`src/rtl/hcbd_pkg.sv`:
```
// hcbd_pkg: shared types and constants of the chunked body decoder
// no dependencies; imported by the front, queue and back modules and the top level
`timescale 1ns / 1ps
`default_nettype none

package hcbd_pkg;

   localparam logic [7:0] CH_CR = 8'h0d;
   localparam logic [7:0] CH_LF = 8'h0a;

   localparam logic [31:0] MAX_BODY_RESET = 32'd1048576;

   // framing phase of the decoder
   typedef enum logic [3:0] {
      PHASE_SIZE_START,
      PHASE_SIZE_DIGITS,
      PHASE_SIZE_LF,
      PHASE_DATA,
      PHASE_DATA_CR,
      PHASE_DATA_LF,
      PHASE_FINAL_CR,
      PHASE_FINAL_LF,
      PHASE_DONE,
      PHASE_BAD,
      PHASE_BIG
   } phase_type;

   typedef enum logic [1:0] {
      STATUS_RUN,
      STATUS_DONE,
      STATUS_BAD,
      STATUS_BIG
   } status_type;

   // one classified input item as it travels from front to back
   typedef struct packed {
      logic [7:0] in_byte;
      logic       restart;
      logic       is_cr;
      logic       is_lf;
      logic       hex_ok;
      logic [3:0] hex_val;
   } entry_type;

endpackage

`default_nettype wire

```
`src/rtl/hcbd_req_if.sv`:
```
// hcbd_req_if: input channel carrying raw body bytes
// no dependencies
`timescale 1ns / 1ps
`default_nettype none

interface hcbd_req_if;
   logic       valid;
   logic       ready;
   logic [7:0] in_byte;
   logic       restart;

   modport source (output valid, output in_byte, output restart, input ready);
   modport sink   (input valid, input in_byte, input restart, output ready);
endinterface

`default_nettype wire

```
`src/rtl/hcbd_rsp_if.sv`:
```
// hcbd_rsp_if: result channel carrying payload bytes and decode status
// no dependencies
`timescale 1ns / 1ps
`default_nettype none

interface hcbd_rsp_if;
   logic        valid;
   logic        ready;
   logic        payload_valid;
   logic [7:0]  payload_byte;
   logic [1:0]  status;
   logic [31:0] body_count;

   modport source (output valid, output payload_valid, output payload_byte,
                   output status, output body_count, input ready);
   modport sink   (input valid, input payload_valid, input payload_byte,
                   input status, input body_count, output ready);
endinterface

`default_nettype wire

```
`src/rtl/hcbd_csr_if.sv`:
```
// hcbd_csr_if: write channel of the body size limit register
// no dependencies
`timescale 1ns / 1ps
`default_nettype none

interface hcbd_csr_if;
   logic        valid;
   logic        ready;
   logic [31:0] max_body_bytes;

   modport source (output valid, output max_body_bytes, input ready);
   modport sink   (input valid, input max_body_bytes, output ready);
endinterface

`default_nettype wire

```
`src/rtl/hcbd_front.sv`:
```
// hcbd_front: accepts input items and classifies each byte (cr, lf, hex digit)
// depends on hcbd_pkg and hcbd_req_if
`timescale 1ns / 1ps
`default_nettype none

module hcbd_front (
   hcbd_req_if.sink               req_chan,
   input  logic                   queue_full,
   output logic                   push,
   output hcbd_pkg::entry_type    push_entry
);
   import hcbd_pkg::*;

   logic       hex_ok;
   logic [3:0] hex_val;

   always_comb begin
      hex_ok  = 1'b1;
      hex_val = 4'd0;
      case (req_chan.in_byte) inside
         [8'h30:8'h39]: begin
            hex_val = 4'(req_chan.in_byte - 8'h30);
         end
         [8'h41:8'h46]: begin
            hex_val = 4'(req_chan.in_byte - 8'h37);
         end
         [8'h61:8'h66]: begin
            hex_val = 4'(req_chan.in_byte - 8'h57);
         end
         default: begin
            hex_ok = 1'b0;
         end
      endcase
   end

   always_comb begin
      req_chan.ready     = !queue_full;
      push               = req_chan.valid && !queue_full;
      push_entry.in_byte = req_chan.in_byte;
      push_entry.restart = req_chan.restart;
      push_entry.is_cr   = (req_chan.in_byte == CH_CR);
      push_entry.is_lf   = (req_chan.in_byte == CH_LF);
      push_entry.hex_ok  = hex_ok;
      push_entry.hex_val = hex_val;
   end

endmodule

`default_nettype wire

```
`src/rtl/hcbd_queue.sv`:
```
// hcbd_queue: short fifo of classified items between front and back
// depends on hcbd_pkg
`timescale 1ns / 1ps
`default_nettype none

module hcbd_queue #(
   parameter int DEPTH = 2
) (
   input  logic                clock,
   input  logic                reset,
   input  logic                push,
   input  hcbd_pkg::entry_type push_entry,
   input  logic                pop,
   output hcbd_pkg::entry_type head_entry,
   output logic                full,
   output logic                empty
);
   import hcbd_pkg::*;

   localparam int PTR_W = (DEPTH > 1) ? $clog2(DEPTH) : 1;
   localparam int CNT_W = $clog2(DEPTH + 1);

   entry_type              slot_ff [DEPTH];
   logic [PTR_W-1:0]       wr_ptr_ff, wr_ptr_in;
   logic [PTR_W-1:0]       rd_ptr_ff, rd_ptr_in;
   logic [CNT_W-1:0]       count_ff, count_in;

   function automatic logic [PTR_W-1:0] ptr_next(input logic [PTR_W-1:0] p);
      logic [PTR_W-1:0] r;
      if (p == PTR_W'(DEPTH - 1)) r = '0;
      else r = p + PTR_W'(1);
      return r;
   endfunction

   always_comb begin
      wr_ptr_in = push ? ptr_next(wr_ptr_ff) : wr_ptr_ff;
      rd_ptr_in = pop ? ptr_next(rd_ptr_ff) : rd_ptr_ff;
      count_in  = count_ff;
      if (push && !pop) count_in = count_ff + CNT_W'(1);
      else if (pop && !push) count_in = count_ff - CNT_W'(1);
   end

   always_ff @(posedge clock) begin
      if (reset) begin
         wr_ptr_ff <= '0;
         rd_ptr_ff <= '0;
         count_ff  <= '0;
      end else begin
         wr_ptr_ff <= wr_ptr_in;
         rd_ptr_ff <= rd_ptr_in;
         count_ff  <= count_in;
      end
   end

   always_ff @(posedge clock) begin
      if (push) slot_ff[wr_ptr_ff] <= push_entry;
   end

   assign head_entry = slot_ff[rd_ptr_ff];
   assign full       = (count_ff == CNT_W'(DEPTH));
   assign empty      = (count_ff == '0);

   a_count_bound: assert property (@(posedge clock) disable iff (reset)
      count_ff <= CNT_W'(DEPTH))
      else $error("queue count beyond depth");

   a_count_up: assert property (@(posedge clock) disable iff (reset)
      (push && !pop) |=> (count_ff == $past(count_ff) + CNT_W'(1)))
      else $error("queue count did not follow a push");

   a_no_push_full: assert property (@(posedge clock) disable iff (reset)
      full |-> !push)
      else $error("push into a full queue");

endmodule

`default_nettype wire

```
`src/rtl/hcbd_back.sv`:
```
// hcbd_back: framing state machine, size accumulation, limit check, result register
// depends on hcbd_pkg and hcbd_rsp_if
`timescale 1ns / 1ps
`default_nettype none

module hcbd_back #(
   parameter int COUNT_BITS = 32
) (
   input  logic                clock,
   input  logic                reset,
   input  logic                queue_empty,
   input  hcbd_pkg::entry_type head_entry,
   input  logic [31:0]         max_body_bytes,
   output logic                pop,
   hcbd_rsp_if.source          rsp_chan
);
   import hcbd_pkg::*;

   localparam int SUM_W = ((COUNT_BITS > 32) ? COUNT_BITS : 32) + 1;

   phase_type               phase_ff, phase_in;
   logic [COUNT_BITS-1:0]   chunk_ff, chunk_in;
   logic [COUNT_BITS-1:0]   total_ff, total_in;

   logic                    rsp_valid_ff, rsp_valid_in;
   logic                    pay_valid_ff;
   logic [7:0]              pay_byte_ff;
   status_type              status_ff;
   logic [31:0]             count_ff;

   phase_type               ph, nph;
   logic [COUNT_BITS-1:0]   chk, nchk, tot, ntot;
   logic [SUM_W-1:0]        size_sum;
   logic                    pv;
   status_type              nstatus;
   logic                    take;

   assign take = !queue_empty && (!rsp_valid_ff || rsp_chan.ready);
   assign pop  = take;

   always_comb begin
      ph  = head_entry.restart ? PHASE_SIZE_START : phase_ff;
      chk = head_entry.restart ? '0 : chunk_ff;
      tot = head_entry.restart ? '0 : total_ff;
      size_sum = SUM_W'(chk) + SUM_W'(tot);
      nph  = ph;
      nchk = chk;
      ntot = tot;
      pv   = 1'b0;
      unique case (ph)
         PHASE_SIZE_START, PHASE_SIZE_DIGITS: begin
            if (head_entry.is_cr) begin
               nph = (ph == PHASE_SIZE_DIGITS) ? PHASE_SIZE_LF : PHASE_BAD;
            end else if (!head_entry.hex_ok) begin
               nph = PHASE_BAD;
            end else if (chk[COUNT_BITS-1 -: 4] != 4'd0) begin
               nph = PHASE_BAD;
            end else begin
               nchk = {chk[COUNT_BITS-5:0], head_entry.hex_val};
               nph  = PHASE_SIZE_DIGITS;
            end
         end
         PHASE_SIZE_LF: begin
            if (!head_entry.is_lf) nph = PHASE_BAD;
            else if (chk == '0) nph = PHASE_FINAL_CR;
            else if (size_sum > SUM_W'(max_body_bytes)) nph = PHASE_BIG;
            else nph = PHASE_DATA;
         end
         PHASE_DATA: begin
            pv   = 1'b1;
            ntot = tot + COUNT_BITS'(1);
            nchk = chk - COUNT_BITS'(1);
            if (chk == COUNT_BITS'(1)) nph = PHASE_DATA_CR;
         end
         PHASE_DATA_CR: begin
            nph = head_entry.is_cr ? PHASE_DATA_LF : PHASE_BAD;
         end
         PHASE_DATA_LF: begin
            if (head_entry.is_lf) begin
               nph  = PHASE_SIZE_START;
               nchk = '0;
            end else begin
               nph = PHASE_BAD;
            end
         end
         PHASE_FINAL_CR: begin
            nph = head_entry.is_cr ? PHASE_FINAL_LF : PHASE_BAD;
         end
         PHASE_FINAL_LF: begin
            nph = head_entry.is_lf ? PHASE_DONE : PHASE_BAD;
         end
         PHASE_DONE, PHASE_BIG: begin
            nph = ph;
         end
         default: begin
            nph = PHASE_BAD;
         end
      endcase

      unique case (nph)
         PHASE_DONE: nstatus = STATUS_DONE;
         PHASE_BAD:  nstatus = STATUS_BAD;
         PHASE_BIG:  nstatus = STATUS_BIG;
         default:    nstatus = STATUS_RUN;
      endcase

      phase_in     = take ? nph : phase_ff;
      chunk_in     = take ? nchk : chunk_ff;
      total_in     = take ? ntot : total_ff;
      rsp_valid_in = take ? 1'b1 : (rsp_chan.ready ? 1'b0 : rsp_valid_ff);
   end

   always_ff @(posedge clock) begin
      if (reset) begin
         phase_ff     <= PHASE_SIZE_START;
         chunk_ff     <= '0;
         total_ff     <= '0;
         rsp_valid_ff <= 1'b0;
      end else begin
         phase_ff     <= phase_in;
         chunk_ff     <= chunk_in;
         total_ff     <= total_in;
         rsp_valid_ff <= rsp_valid_in;
      end
   end

   always_ff @(posedge clock) begin
      if (take) begin
         pay_valid_ff <= pv;
         pay_byte_ff  <= pv ? head_entry.in_byte : 8'd0;
         status_ff    <= nstatus;
         count_ff     <= 32'(ntot);
      end
   end

   assign rsp_chan.valid         = rsp_valid_ff;
   assign rsp_chan.payload_valid = pay_valid_ff;
   assign rsp_chan.payload_byte  = pay_byte_ff;
   assign rsp_chan.status        = status_ff;
   assign rsp_chan.body_count    = count_ff;

   a_data_has_bytes: assert property (@(posedge clock) disable iff (reset)
      (phase_ff == PHASE_DATA) |-> (chunk_ff != '0))
      else $error("data phase with no bytes left in chunk");

   a_trailer_zero: assert property (@(posedge clock) disable iff (reset)
      (phase_ff == PHASE_DATA_CR || phase_ff == PHASE_DATA_LF) |-> (chunk_ff == '0))
      else $error("chunk trailer reached with bytes left");

   a_payload_running: assert property (@(posedge clock) disable iff (reset)
      (rsp_valid_ff && pay_valid_ff) |-> (status_ff == STATUS_RUN))
      else $error("payload item with a final status");

endmodule

`default_nettype wire

```
`src/rtl/http_chunked_body_decoder.sv`:
```
// http_chunked_body_decoder: top level of the chunked transfer body decoder
// depends on hcbd_pkg, the three channel interfaces, hcbd_front, hcbd_queue, hcbd_back
// path: an accepted item is written into the queue, and the back moves the queue head into
//    the result register once that register is empty or its result is being accepted
// throughput: one item per cycle while the result side keeps ready high, set by the framing state machine in the back
// reset: synchronous; decoder starts at a new size line, limit register returns to 1048576
// no clearing pass after reset; input and limit writes are held off while reset is high
`timescale 1ns / 1ps
`default_nettype none

module http_chunked_body_decoder #(
   parameter int COUNT_BITS  = 32,
   parameter int QUEUE_DEPTH = 2
) (
   input  wire          clock,
   input  wire          reset,
   hcbd_req_if.sink     req_chan,
   hcbd_rsp_if.source   rsp_chan,
   hcbd_csr_if.sink     csr_chan
);
   import hcbd_pkg::*;

   // body size limit register; the user must write it only while the decoder is idle, the block does not enforce this
   logic [31:0] max_body_ff, max_body_in;

   // front to queue
   logic      push;
   entry_type push_entry;
   logic      queue_full;

   // queue to back
   logic      pop;
   logic      queue_empty;
   entry_type head_entry;

   // no limit write is taken while reset is high
   assign csr_chan.ready = !reset;

   always_comb begin
      max_body_in = csr_chan.valid ? csr_chan.max_body_bytes : max_body_ff;
   end

   always_ff @(posedge clock) begin
      if (reset) begin
         max_body_ff <= MAX_BODY_RESET;
      end else begin
         max_body_ff <= max_body_in;
      end
   end

   // front: take the byte and tag it as cr, lf or hex digit
   // intake looks full while reset is high so no item is taken then
   hcbd_front u_front (
      .req_chan   (req_chan),
      .queue_full (queue_full || reset),
      .push       (push),
      .push_entry (push_entry)
   );

   // short queue so a stalled result side does not stop intake at once
   hcbd_queue #(
      .DEPTH (QUEUE_DEPTH)
   ) u_queue (
      .clock      (clock),
      .reset      (reset),
      .push       (push),
      .push_entry (push_entry),
      .pop        (pop),
      .head_entry (head_entry),
      .full       (queue_full),
      .empty      (queue_empty)
   );

   // back: framing state machine and the result register
   hcbd_back #(
      .COUNT_BITS (COUNT_BITS)
   ) u_back (
      .clock          (clock),
      .reset          (reset),
      .queue_empty    (queue_empty),
      .head_entry     (head_entry),
      .max_body_bytes (max_body_ff),
      .pop            (pop),
      .rsp_chan       (rsp_chan)
   );

endmodule

`default_nettype wire

```
`src/flat_wrapper.sv`:
```
// flat-port wrapper written by rule: the top's interface ports become plain ports
module http_chunked_body_decoder_flat import hcbd_pkg::*;
#(
   parameter int COUNT_BITS  = 32,
   parameter int QUEUE_DEPTH = 2
)
  (clock, reset, req_chan_valid, req_chan_in_byte, req_chan_restart, req_chan_ready, rsp_chan_valid, rsp_chan_payload_valid, rsp_chan_payload_byte, rsp_chan_status, rsp_chan_body_count, rsp_chan_ready, csr_chan_valid, csr_chan_max_body_bytes, csr_chan_ready);
  hcbd_req_if req_chan_i ();
  hcbd_rsp_if rsp_chan_i ();
  hcbd_csr_if csr_chan_i ();
  input  wire clock;
  input  wire reset;
  input wire logic [$bits(req_chan_i.valid)-1:0] req_chan_valid;
  input wire logic [$bits(req_chan_i.in_byte)-1:0] req_chan_in_byte;
  input wire logic [$bits(req_chan_i.restart)-1:0] req_chan_restart;
  output wire logic [$bits(req_chan_i.ready)-1:0] req_chan_ready;
  output wire logic [$bits(rsp_chan_i.valid)-1:0] rsp_chan_valid;
  output wire logic [$bits(rsp_chan_i.payload_valid)-1:0] rsp_chan_payload_valid;
  output wire logic [$bits(rsp_chan_i.payload_byte)-1:0] rsp_chan_payload_byte;
  output wire logic [$bits(rsp_chan_i.status)-1:0] rsp_chan_status;
  output wire logic [$bits(rsp_chan_i.body_count)-1:0] rsp_chan_body_count;
  input wire logic [$bits(rsp_chan_i.ready)-1:0] rsp_chan_ready;
  input wire logic [$bits(csr_chan_i.valid)-1:0] csr_chan_valid;
  input wire logic [$bits(csr_chan_i.max_body_bytes)-1:0] csr_chan_max_body_bytes;
  output wire logic [$bits(csr_chan_i.ready)-1:0] csr_chan_ready;
  assign req_chan_i.valid = req_chan_valid;
  assign req_chan_i.in_byte = req_chan_in_byte;
  assign req_chan_i.restart = req_chan_restart;
  assign req_chan_ready = req_chan_i.ready;
  assign rsp_chan_valid = rsp_chan_i.valid;
  assign rsp_chan_payload_valid = rsp_chan_i.payload_valid;
  assign rsp_chan_payload_byte = rsp_chan_i.payload_byte;
  assign rsp_chan_status = rsp_chan_i.status;
  assign rsp_chan_body_count = rsp_chan_i.body_count;
  assign rsp_chan_i.ready = rsp_chan_ready;
  assign csr_chan_i.valid = csr_chan_valid;
  assign csr_chan_i.max_body_bytes = csr_chan_max_body_bytes;
  assign csr_chan_ready = csr_chan_i.ready;
  http_chunked_body_decoder #(.COUNT_BITS(COUNT_BITS), .QUEUE_DEPTH(QUEUE_DEPTH)) u_core (.clock(clock), .reset(reset), .req_chan(req_chan_i), .rsp_chan(rsp_chan_i), .csr_chan(csr_chan_i));
endmodule
```
`config.mk`:
```
export PLATFORM = sky130hd
export DESIGN_NAME = http_chunked_body_decoder_flat
export DESIGN_NICKNAME = d
export VERILOG_FILES = /design/src/rtl/hcbd_pkg.sv /design/src/rtl/hcbd_req_if.sv /design/src/rtl/hcbd_rsp_if.sv /design/src/rtl/hcbd_csr_if.sv /design/src/rtl/hcbd_front.sv /design/src/rtl/hcbd_queue.sv /design/src/rtl/hcbd_back.sv /design/src/rtl/http_chunked_body_decoder.sv /design/src/flat_wrapper.sv
export SDC_FILE = /design/constraint.sdc
export NUM_CORES = 1
export LEC_CHECK = 0
export ABC_AREA = 1
export CAP_MARGIN = 20
export CELL_PAD_IN_SITES_DETAIL_PLACEMENT = 0
export CELL_PAD_IN_SITES_GLOBAL_PLACEMENT = 1
export CORE_UTILIZATION = 35
export CTS_BUF_LIST = sky130_fd_sc_hd__clkbuf_4 sky130_fd_sc_hd__clkbuf_8
export DETAILED_ROUTE_END_ITERATION = 8
export DONT_BUFFER_PORTS = 1
export PLACE_DENSITY_LB_ADDON = 0.15
export SLEW_MARGIN = 30
export SYNTH_ARGS = -nofsm -noshare
export SYNTH_HDL_FRONTEND = slang
export SYNTH_HIERARCHICAL = 1
export SYNTH_SLANG_ARGS = --single-unit
```
`constraint.sdc`:
```
create_clock -name clock -period 4.52 [get_ports clock]
set_input_delay 0.452 -clock clock [delete_from_list [all_inputs] [get_ports clock]]
set_output_delay 0.452 -clock clock [all_outputs]
set_load 0.02 [all_outputs]
```
Word-level counts from Yosys, hierarchy flattened
Memory sizes are Yosys's and may differ from the RTL's. A register that Yosys moved wholly into a read port is not among the register bits.
Index checks and enable logic that the tools add are counted.
{"block": "classes", "muxes": 40, "n_lt_le_gt_ge": 7, "reduce_logical": 23, "add_sub_neg": 10, "eq_ne": 16}
{"operator": "2-to-1 mux 32 bit", "count": 7}
{"operator": "one-hot mux 32 bit (3 select lines)", "count": 1}
{"operator": "2-to-1 mux 4 bit", "count": 15}
{"operator": "adder 32 x 32 -> 33 bit", "count": 1}
{"operator": "greater-than comparator 33 x 32 -> 1 bit", "count": 1}
{"operator": "adder 32 x 1 -> 32 bit, second input constant", "count": 1}
{"operator": "== test 32 x 1 -> 1 bit, second input constant", "count": 1}
{"operator": "logical NOT 32 bit", "count": 1}
{"operator": "one-hot mux 4 bit (8 select lines)", "count": 1}
{"operator": "subtractor 32 x 1 -> 32 bit, second input constant", "count": 1}
{"operator": "== test 4 bit, second input constant", "count": 5}
{"operator": "== test 4 x 3 -> 1 bit, second input constant", "count": 4}
{"operator": "== test 8 x 4 -> 1 bit, second input constant", "count": 2}
{"operator": "greater-or-equal comparator 8 x 7 -> 1 bit, second input constant", "count": 2}
{"operator": "<= comparator 8 x 7 -> 1 bit, second input constant", "count": 2}
{"operator": "2-to-1 mux 1 bit", "count": 13}
{"operator": "== test 4 x 2 -> 1 bit, second input constant", "count": 2}
{"operator": "greater-or-equal comparator 8 x 6 -> 1 bit, second input constant", "count": 1}
{"operator": "<= comparator 8 x 6 -> 1 bit, second input constant", "count": 1}
{"operator": "subtractor 4 x 3 -> 4 bit, second input constant", "count": 2}
{"operator": "logical AND 1 bit", "count": 7}
{"operator": "logical NOT 1 bit", "count": 6}
{"operator": "one-hot mux 2 bit (3 select lines)", "count": 1}
{"operator": "== test 4 x 1 -> 1 bit, second input constant", "count": 1}
{"operator": "other kinds (12)", "count": 17}
{"block": "word_totals", "ff_bits": 148, "ram_bits": 32, "word_cells": 109, "memories": 1}
{"name": "u_core.u_queue.slot_ff", "words": 2, "width": 16, "rd": 1, "rd_ports_with_merged_regs": 1, "wr": 1, "line": "hcbd_queue.sv:23", "text": "entry_type slot_ff [DEPTH];"}

Longest topological paths before layout
Gate-level depths: netlist (run 1).
{"block": "depth", "word_depth": 9, "mapped_depth": 43, "depth_no_buf": 39}

Hierarchy
The synthesis (run 1) kept the hierarchy.
{"module": "hcbd_back", "n_inst": 1, "area_per_inst_um2": 9331.4, "cells_each": 1370}
{"module": "http_chunked_body_decoder", "n_inst": 1, "area_per_inst_um2": 1539.0, "cells_each": 203}
{"module": "hcbd_queue", "n_inst": 1, "area_per_inst_um2": 1436.4, "cells_each": 83}
{"module": "hcbd_front", "n_inst": 1, "area_per_inst_um2": 296.5, "cells_each": 49}

Least setup slack after synthesis (run 1)
Ideal clock, no wire load.
{"block": "synth_path", "kind": "register to register", "start": "reg with a tool-made name", "end": "reg u_core.u_back.status_ff[1], in the netlist u_core/u_back/rsp_chan.status[1], data pin", "setup_slack_ns": -0.399, "required_time_ns": 4.271, "path_buffers": 6, "arrival_time_ns": 4.670, "synth_period_minus_slack_ns": 4.919, "stages_incl_launch_ff": 39, "cell_sequence": "dfxtp_1 -> buf_6 -> mux2_2 -> buf_6 -> buf_4 -> buf_6 -> buf_2 -> buf_1 -> nor2_1 -> inv_1 -> fa_1 -> nor3_1 -> nor2_1 -> o21ai_2 -> a21boi_1 -> o21ai_2 -> nand2_1 -> nand2_2 -> [3 not listed] -> inv_1 -> ha_1 -> a21oi_1 -> nor2_1 -> a211oi_1 -> nand2_1 -> nand2_1 -> nand2_1 -> nand2_1 -> nand2_1 -> nand2_1 -> nand2_1 -> nand2_1 -> nand2_1 -> nand2_1 -> nand2_1 -> nand2_1 -> inv_1"}
{"item": "end signal, assigned", "line": "hcbd_back.sv:131", "text": "status_ff <= nstatus;"}
{"item": "end, declared", "line": "hcbd_back.sv:28", "text": "status_type status_ff;"}

==> results.yml, run 1 <==
outcome:
  status: "complete, no violations"
synthesis:
  yosys_warnings: 6
  netlist.area_leader.share: 0.1787
  avgSynthCellArea_um2: 7.392
  synth-edff-count: 75
  synth-async-reset-ratio: 0
  ys_types: 61
  syn-num-nets: 1818
  ys.flop_type: "dfxtp_1"
  ys_seq_area_frac: 0.3471
  synth_seq_cells: 181
  syn_area_mm2: 0.01260
  synthCells: 1705
  synth_top_area_cell: "edfxtp_1"
  synth_area_leaders: "edfxtp_1 18%, dfxtp_1 17%, nand2_1 8.5%"
detailed_routing:
  num_vias: 11060
  firstDrtPassIters: 6
  wl_mm: 37.05
  wl_per_cell_um: 16.21
  route.detailed.vias_per_inst: 4.839
  ant_nets: 0
  drt_iter0_drc: 646
  drc: 0
clocking:
  cts-htree-levels: 4
  numCtsBuffers: 17
  clock_latency_ns: 0.51
  cts_tree: "done"
  path_clk_slew_ns: 0.11
  cts_sinks: 181
  max-clock-path-buffers: 2
  clock-root-buffer: "clkbuf_8"
setup_path:
  r2r-start: "u_core/u_queue/slot_ff[0][7]"
  r2r-end: "u_core/u_back/rsp_chan.status[1]"
  crit_path_end_kind: "register"
  rr_worst_depth: 30
  slowest_stage: "edfxtp_1"
  crit_top_cell: "nand2_1"
  r2r_slack_ns: 0.03
  cpPeakStageDelay_ns: 0.38
  crit_type: "register to register"
  cp_data_arrival_time_ns: 4.76
  cp.required_ns: 4.79
  path_max_fanout: 8
  start_kind: "register"
finish:
  nets: 1924
  fin_cells: 2286
  finish.instance_area_mm2: 0.01454
  area_delta_synth_final_pct: 15.36
  drive_gt1_frac: 0.2122
power:
  max-vdd-ir-drop_mv: 0.6431
  combPwrFrac: 0.544
  pwr_density_cell_mw_per_mm2: 588.7
  p_total_uw: 8559
  power_frac_clock: 0.135
  p_sw_frac: 0.4866
  p_leak_uw: 0.006831
  seq_power_share: 0.321
  p_sw_uw: 4165
  p_int_uw: 4394
placement:
  pre_cts_slack_ns: -0.2387
  io_buffers: 0
  placed_cells: 2235
  dp_hpwl_mm: 28.16
  place_area_mm2: 0.01379
  place_congestion: 0.8919
global_routing:
  grt_first_pass_wirelength_mm: 57.49
  antenna_found_initial: 1
  grtUsageTotal: 0.2055
  top_usage_layer: "met2"
  grt_use_met3: 0.03015
  grt_max_degree: 65
  gr-total-overflow: 0
  grtUsageMet1: 0.2699
  grt_pass1_vias: 10630
  grtUsageMet2: 0.3442
timing:
  fin_crit_ns: 4.490
  maxSlewViolCount: 0
  layout_setup_ws_ns: 0.02994
  rsz0062_at_grt: "true"
  slew_headroom: 0.4132
  hold_viol: 0
  worstMarginPinSlew_ns: 0.8792
  post-route-period-util: 0.9934
  finalSetupViolCount: 0
  worst_clock_skew_ns: 0.01583
  fmax_mhz: 222.7
  hold_ws_ns: 0.07755
hold_path:
  worstHoldStart: "csr_chan_valid"
  min_path_type: "input pin to register"
  hold_depth: 2
  worst_hold_path.endpoint: "u_core/max_body_ff[29]"
floorplan:
  core_mm2: 0.03548
  row_count: 69
  die_y_um: 191.8
  pin_count: 92
  start_util: 0.3552
  chipWidth_um: 191.8
  dieArea_mm2: 0.03677
run:
  drv_cap: 0
[kinds of logic after synthesis]
logic type,after synthesis,share of synthesized area
flip-flops,181,0.3471
AO/OA/AOI/OAI,317,0.1434
XOR/XNOR,59,0.04100
buffers and inverters,370,0.1275
multiplexers,17,0.01807
AND/OR/NAND/NOR,694,0.2559
adder cells (fa/ha/maj),67,0.06711
[critical path, delay by kind of cell, from the launching register on]
| family | cells | cell delay (ns) |
|---|---|---|
| DFF | 1 | 0.38 |
| buffers and inverters | 6 | 0.61 |
| muxes | 1 | 0.34 |
| xor gates and xnor gates | 1 | 0.18 |
| and+or+nand+nor | 16 | 1.54 |
| AOI/OAI and AO/OA | 4 | 0.63 |
| adders and majority gates | 2 | 0.56 |
[power groups by stage]
stage | Combinational (uW) | Clock [uW] | Sequential, uW
after floorplan | 3130 | 0 | 2720
after global placement | 4500 | 0 | 2780
after detailed placement | 4510 | 0 | 2790
after CTS | 4590 | 1220 | 2750
after global routing | 5210 | 1270 | 2810
final | 4660 | 1150 | 2750
[cell usage after synthesis, types with 3 or more instances]
cell type	count
nand2_1	285
inv_1	282
nor2_1	187
a21oi_1	130
dfxtp_1	106
o21ai_0	95
edfxtp_1	75
ha_1	66
nand2_2	47
nor2_2	46
nand3_1	43
xor2_1	42
clkbuf_1	28
inv_2	24
nor3_1	23
nand4_1	20
xnor2_1	17
buf_4	15
o211ai_1	15
a31oi_1	14
o2111ai_1	12
mux2_4	10
nor4_1	9
a211oi_1	8
buf_6	8
o21ai_1	8
nor2_4	7
o22ai_1	7
mux2_2	6
nor3_2	6
nand2_4	5
a221oi_1	4
buf_1	4
buf_12	4
o221ai_1	4
buf_8	3
nand4_2	3
o21ai_2	3
o21bai_1	3
[worst max-delay path by stage]
| stage | from | to | slack, ns | cells after the start |
|---|---|---|---|---|
| final | u_core/u_queue/slot_ff[0][7] | u_core/u_back/rsp_chan.status[1] | 0.03 | 30 |
| after global routing | register | u_core/u_back/rsp_chan.status[1] | -0.34 | 34 |
| after CTS | u_core/u_queue/slot_ff[0][7] | u_core/u_back/rsp_chan.status[1] | 0.02 | 34 |
| after detailed placement | u_core/u_queue/slot_ff[0][7] | u_core/u_back/rsp_chan.status[1] | -0.24 | 35 |
| after global placement | u_core/u_queue/slot_ff[0][7] | u_core/u_back/rsp_chan.status[1] | -0.13 | 35 |
| after floorplan | register | u_core/u_back/rsp_chan.status[1] | -0.08 | 38 |
[cell type report]
type / count / area, um^2
Antenna cell: 1 / 2.502
Fill cell: 3748 / 20940
Multi-Input combinational cell: 1154 / 6838
Inverter: 306 / 1152
Clock buffer: 18 / 241.5
Timing Repair Buffer: 151 / 1196
Clock inverter: 14 / 156.4
Tap cell: 461 / 576.8
Sequential cell: 181 / 4375
[repair_timing]
| action | CTS | global route |
|---|---|---|
| endpoints found under the setup margin | 4 | 4 |
| pin swaps | 5 | 11 |
| gates resized for setup | 16 | 36 |
| endpoints found under the hold margin | 42 | 0 |
| hold buffers | 10 | 0 |
| setup buffers | 2 | 6 |
[placed cells by master, fill, tap and decap left out, types with 5 or more instances in the layout]
cell / Yosys / final
mux2_2: 6 / 5
o21ai_1: 8 / 13
o22ai_1: 7 / 7
nor2_2: 46 / 53
dfxtp_1: 106 / 105
o211ai_1: 15 / 15
nand2_4: 5 / 5
xor2_1: 42 / 42
nor2_4: 7 / 13
a21oi_1: 130 / 123
nor2_1: 187 / 174
o2111ai_1: 12 / 12
a21oi_2: 0 / 6
a211oi_1: 8 / 8
ha_1: 66 / 63
nand4_1: 20 / 20
mux2_4: 10 / 11
nor3_2: 6 / 9
buf_4: 15 / 137
inv_1: 282 / 279
o21ai_0: 95 / 90
nand3_2: 2 / 6
a31oi_1: 14 / 14
inv_2: 24 / 25
nor4_1: 9 / 9
nand2_1: 285 / 276
nor3_1: 23 / 20
clkbuf_8: 0 / 17
edfxtp_1: 75 / 75
dlygate4sd3_1: 0 / 9
nand2_2: 47 / 56
xnor2_1: 17 / 17
nand3_1: 43 / 39
[routing by layer]
layer / vias to the layer above / share of wire
li1: 5739 / -
met1: 5100 / 0.47
met2: 194 / 0.47
met3: 29 / 0.033
met4: 0 / 0.018
met5: - / 0
[flip-flops by register name, summed over array words and instances (netlist names), named ones only]
signal                                cells
u_core/u_queue/wr_ptr_ff                  1
u_core/max_body_ff                       32
u_core/u_back/phase_ff                    4
u_core/u_back/rsp_chan.body_count        32
u_core/u_queue/rd_ptr_ff                  1
u_core/u_back/rsp_chan.status             2
u_core/u_back/rsp_chan.valid              1
u_core/u_queue/count_ff                   2
u_core/u_queue/slot_ff                   32
u_core/u_back/total_ff                   32
u_core/u_back/rsp_chan.payload_valid      1
u_core/u_back/chunk_ff                   32
u_core/u_back/rsp_chan.payload_byte       8
[stage by stage]
stage / TNS (ns) / utilization
2_1_floorplan: -0.1081 / -
3_3_place_gp: -0.2629 / 0.3888
3_5_place_dp: -0.6335 / 0.3888
4_1_cts: 0 / 0.4048
5_1_grt: -1.048 / 0.4097
6_report: 0 / 0.4097
(Power assumes the default switching activity.)
==> run 2, diff against run 1 <==
--- a/config.mk
+++ b/config.mk
@@ -14,6 +14,7 @@
 export DETAILED_ROUTE_END_ITERATION = 8
 export DONT_BUFFER_PORTS = 1
 export PLACE_DENSITY_LB_ADDON = 0.15
+export REMOVE_ABC_BUFFERS = 1
 export SLEW_MARGIN = 30
 export SYNTH_ARGS = -nofsm -noshare
 export SYNTH_HDL_FRONTEND = slang
==> run 2 against run 1 <==
  * Total power up 1.5%
  * Critical path depth up 4
  * Sequential power about the same
  * Routed wire length down 1.3%
==> results.yml, run 2 (synthesized netlist as in run 1, its figures left out) <==
detailed_routing:
  route.detailed.vias_per_inst: 4.874
  wl_mm: 36.57
  wl_per_cell_um: 15.83
  firstDrtPassIters: 6
  drc: 0
  drt_iter0_drc: 656
  ant_nets: 0
  num_vias: 11260
clocking:
  path_clk_slew_ns: 0.11
  clock-root-buffer: "clkbuf_8"
  cts_sinks: 181
  max-clock-path-buffers: 2
  cts_tree: "done"
  numCtsBuffers: 17
  clock_latency_ns: 0.51
  cts-htree-levels: 4
finish:
  area_delta_synth_final_pct: 18.25
  drive_gt1_frac: 0.2374
  nets: 1949
  final_cell_mix: "278 x inv_1, 263 x nand2_1, 170 x nor2_1, 160 x buf_4, 117 x a21oi_1"
  layout.area.seq_mm2: 0.004375
  diodes: 0
  layout_commonest_cell: "inv_1"
  fill_cells: 3742
  multi_input_area_mm2: 0.006967
  finish.instance_area_mm2: 0.01490
  fin_cells: 2310
power:
  pwr_density_cell_mw_per_mm2: 583.0
  max-vdd-ir-drop_mv: 0.8410
  p_leak_uw: 0.007002
  p_total_uw: 8688
placement:
  placed_cells: 2257
  place_congestion: 0.9162
  place_area_mm2: 0.01391
  dp_hpwl_mm: 27.10
  io_buffers: 0
global_routing:
  gr-total-overflow: 0
  grtUsageTotal: 0.2039
  grt_first_pass_wirelength_mm: 57.97
  grt_pass1_vias: 10770
  grt_max_degree: 65
  antenna_found_initial: 0
timing:
  slew_headroom: 0.3785
  fmax_mhz: 225.5
  worstMarginPinSlew_ns: 0.9312
  rsz0062_at_grt: "true"
  finalSetupViolCount: 0
  worst_clock_skew_ns: 0.01593
  tns_ns: 0
  hold_viol: 0
  maxSlewViolCount: 0
  hold_ws_ns: 0.06524
  post-route-period-util: 0.9812
  fin_crit_ns: 4.435
floorplan:
  row_count: 69
  dieArea_mm2: 0.03677
  pin_count: 92
  start_util: 0.3552
  core_mm2: 0.03548
  die_y_um: 191.8
  chipWidth_um: 191.8
run:
  drv_cap: 0
outcome:
  status: "complete, no violations"
setup_path:
  crit_type: "register to register"
  slowest_stage: "mux2_4"
  path_max_fanout: 7
  start_kind: "register"
  crit_path_end_kind: "register"
  cpPeakStageDelay_ns: 0.39
  crit_top_cell: "nand2_1"
  cp_data_arrival_time_ns: 4.72
  cp.required_ns: 4.80
hold_path:
  min_path_type: "input pin to register"
[run 2: changes by cell type in the layout (fill, tap and decap cells not counted), moves of 3 or more]
cell      change
buf_4        +23
clkinv_8      +4
nand2_1      -13
nor2_2        +5
nand2_4       +3
a21oi_2       +6
nor2_1        -4
nor3_2        -3
nand2_2      +10
a21oi_1       -6
[run 2: worst paths after layout]
kind / from / to / slack, ns / cells after the start
max: register / u_core/u_back/rsp_chan.status[1] / 0.08 / 34
min: csr_chan_max_body_bytes[20] / u_core/max_body_ff[20] / 0.07 / 2
max reg2reg: register / u_core/u_back/rsp_chan.status[1] / 0.08 / 34
min reg2reg: u_core/max_body_ff[20] / u_core/max_body_ff[20] / 0.47 / 2
[run 2: final cells by class]
cell class              instances  area share
flip-flops and latches        181      0.2936
multi-input cells            1154      0.4675
inverters                     306     0.07791
clock buffers                  17     0.01570
well taps                     461     0.03870
repair buffers                176     0.09445
clock inverters                15     0.01217
[run 2: stage by stage]
stage | utilization | setup WS, ns
after global placement | 0.3920 | -0.2494
after detailed placement | 0.3921 | -0.3187
after global routing | 0.4200 | -0.2358
after floorplan | - | -3.465
after CTS | 0.4082 | 0.002938
final | 0.4200 | 0.08489
[run 2: repair_timing]
action,4_1_cts,5_1_grt
setup endpoints to repair,4,4
hold buffers,11,0
pin swaps,1,51
buffers inserted,1,9
endpoints found under the hold margin,41,0
resized for setup,10,99
[run 2: critical path: cells and delay by family, from the launching register on]
kind | cells | cell delay (ns)
muxes | 1 | 0.39
DFF | 1 | 0.35
adders and majority gates | 3 | 0.81
xor gates and xnor gates | 1 | 0.16
and+or+nand+nor | 24 | 1.88
buffers and inverters | 3 | 0.23
AOI/OAI and AO/OA | 2 | 0.37
[run 2: per-layer routing]
metal	vias to the layer above	part of all wire	GRT usage
met5	-	0	0
met4	0	0.013	0.05037
met3	26	0.030	0.02741
met2	204	0.47	0.3317
met1	5227	0.49	0.2827
li1	5803	-	-
[run 2: power by group]
part	switching, uW	internal [uW]	total [uW]
sequential	455	2290	2750
combinational	3040	1730	4770
clock	746	426	1170
==> run 3, diff against run 2 <==
--- a/config.mk
+++ b/config.mk
@@ -13,7 +13,7 @@
 export CTS_BUF_LIST = sky130_fd_sc_hd__clkbuf_4 sky130_fd_sc_hd__clkbuf_8
 export DETAILED_ROUTE_END_ITERATION = 8
 export DONT_BUFFER_PORTS = 1
-export PLACE_DENSITY_LB_ADDON = 0.15
+export PLACE_DENSITY = 0.67
 export REMOVE_ABC_BUFFERS = 1
 export SLEW_MARGIN = 30
 export SYNTH_ARGS = -nofsm -noshare
==> constraint.sdc (replaced) <==
create_clock -name clock -period 5.35 [get_ports clock]
set_input_delay 0.535 -clock clock [delete_from_list [all_inputs] [get_ports clock]]
set_output_delay 0.535 -clock clock [all_outputs]
set_load 0.02 [all_outputs]
==> run 3 against run 2 <==
  * Setup slack better by 0.34 ns
  * Cell area down 11%
  * Register-to-register slack better by 0.34 ns
  * Combinational power shrank 28%
  * Final cell count fell by 6.9%
  * First-iteration DRC count is 9.3% higher
  * Worst hold slack gained 0.041 ns
==> results.yml, run 3 (synthesized netlist as in run 1, its figures left out) <==
outcome:
  status: "complete, no violations"
detailed_routing:
  drt_iter0_drc: 717
  firstDrtPassIters: 5
  num_vias: 10720
  wl_mm: 34.53
  route.detailed.vias_per_inst: 4.984
  wl_per_cell_um: 16.06
  ant_nets: 0
  drc: 0
global_routing:
  grt_first_pass_wirelength_mm: 54.92
  top_usage_layer: "met2"
  grtUsageMet1: 0.2545
  antenna_found_initial: 0
  grtUsageTotal: 0.1922
  grt_use_met3: 0.03362
  gr-total-overflow: 0
  grt_pass1_vias: 10350
  grt_max_degree: 86
  grtUsageMet2: 0.3248
power:
  p_total_uw: 6811
  max-vdd-ir-drop_mv: 0.5679
  p_leak_uw: 0.006165
  pwr_density_cell_mw_per_mm2: 511.6
finish:
  final_cell_mix: "285 x nand2_1, 281 x inv_1, 186 x nor2_1, 128 x a21oi_1, 106 x dfxtp_1"
  area_delta_synth_final_pct: 5.629
  layout_commonest_cell: "nand2_1"
  final_util: 0.3752
  fill_cells: 3834
  layout.area.seq_mm2: 0.004374
  nets: 1789
  diodes: 0
  multi_input_area_mm2: 0.006649
  drive_gt1_frac: 0.1291
run:
  drv_cap: 0
timing:
  post-route-period-util: 0.9211
  worstMarginPinSlew_ns: 0.9580
  hold_viol: 0
  slew_headroom: 0.3554
  fin_crit_ns: 4.928
  rsz0062_at_grt: "false"
  maxSlewViolCount: 0
  finalSetupViolCount: 0
  worst_clock_skew_ns: 0.02027
  fmax_mhz: 202.9
setup_path:
  path_max_fanout: 12
  crit_path_end_kind: "register"
  slowest_stage: "fa_1"
  cpPeakStageDelay_ns: 0.42
  crit_type: "register to register"
  cp_data_arrival_time_ns: 5.18
  cp.required_ns: 5.61
  crit_top_cell: "nand2_1"
  start_kind: "register"
clocking:
  postCtsSetupRepairBufs: 0
  cts-htree-levels: 4
  max-clock-path-buffers: 2
  cts_tree: "done"
  clock-root-buffer: "clkbuf_8"
  path_clk_slew_ns: 0.12
  cts_sinks: 181
  clock_latency_ns: 0.50
  numCtsBuffers: 17
floorplan:
  chipWidth_um: 191.8
  dieArea_mm2: 0.03677
  die_y_um: 191.8
  start_util: 0.3552
  pin_count: 92
  core_mm2: 0.03548
  row_count: 69
placement:
  dp_hpwl_mm: 25.45
  place_congestion: 0.9365
  io_buffers: 0
hold_path:
  min_path_type: "input pin to register"
## run 3: cell types whose count changed in the layout (fill, tap and decap cells not counted), sizes merged
| cell | before | now |
|---|---|---|
| clkinvlp | 2 | 1 |
| bufinv | 0 | 2 |
| inv | 313 | 317 |
| buf | 166 | 16 |
| dlygate4sd3 | 10 | 0 |
| clkinv | 6 | 1 |
## run 3: worst paths after layout
kind | slack [ns] | start | depth (start not counted) | endpoint
max reg2reg | 0.42 | register | 33 | u_core/u_back/rsp_chan.status[1]
min | 0.11 | reset | 1 | u_core/u_back/rsp_chan.valid
max | 0.42 | register | 33 | u_core/u_back/rsp_chan.status[1]
min reg2reg | 0.47 | u_core/u_back/chunk_ff[12] | 2 | u_core/u_back/chunk_ff[12]
## run 3: metrics by stage
stage / setup TNS (ns) / hold slack, ns / cells / setup WS, ns / cell area, um^2
finish: 0 / 0.1063 / 2150 / 0.4223 / 13310
global route: 0 / 0.05798 / 2150 / 0.02904 / 13310
CTS: 0 / 0.05807 / 2150 / 0.1079 / 13290
detailed placement: 0 / 0.4491 / 2118 / 0.1605 / 12860
global placement: 0 / 0.4462 / 2118 / 0.2329 / 12850
floorplan: -130.71 / 0.4278 / 1641 / -2.718 / 12150
## run 3: final cells by class
class,instances,share of cell area
Multi-Input combinational cell,1154,0.4994
Sequential cell,181,0.3286
Inverter,306,0.08647
Tap cell,461,0.04333
Clock buffer,17,0.01758
Clock inverter,15,0.01504
Timing Repair Buffer,16,0.009586
## run 3: worst max-delay path: cells and delay by family, from the launching register on
family	cells	cell delay, ns
simple gates	20	1.82
compound gates	5	0.90
fa+ha+maj	3	0.93
xor+xnor	1	0.11
mux	1	0.39
buf+inv	3	0.16
flops	1	0.36
## run 3: power breakdown
group          leakage, uW  internal, uW  switching (uW)  total [uW]
sequential         0.00160          1930             385        2320
clock             0.000218           448             596        1040
combinational      0.00435          1070            2380        3450
total              0.00616          3450            3360        6810
## run 3: repair_timing
item,CTS,global route
resized for setup,0,7
endpoints found under the hold margin,0,0
hold buffers,0,0
endpoints found under the setup margin,0,4
## run 3: per-layer routing
metal  share of wire  up-vias
li1                -     5471
met1            0.48     5011
met2            0.47      217
met3           0.040       17
met4          0.0077        0
met5               0        -
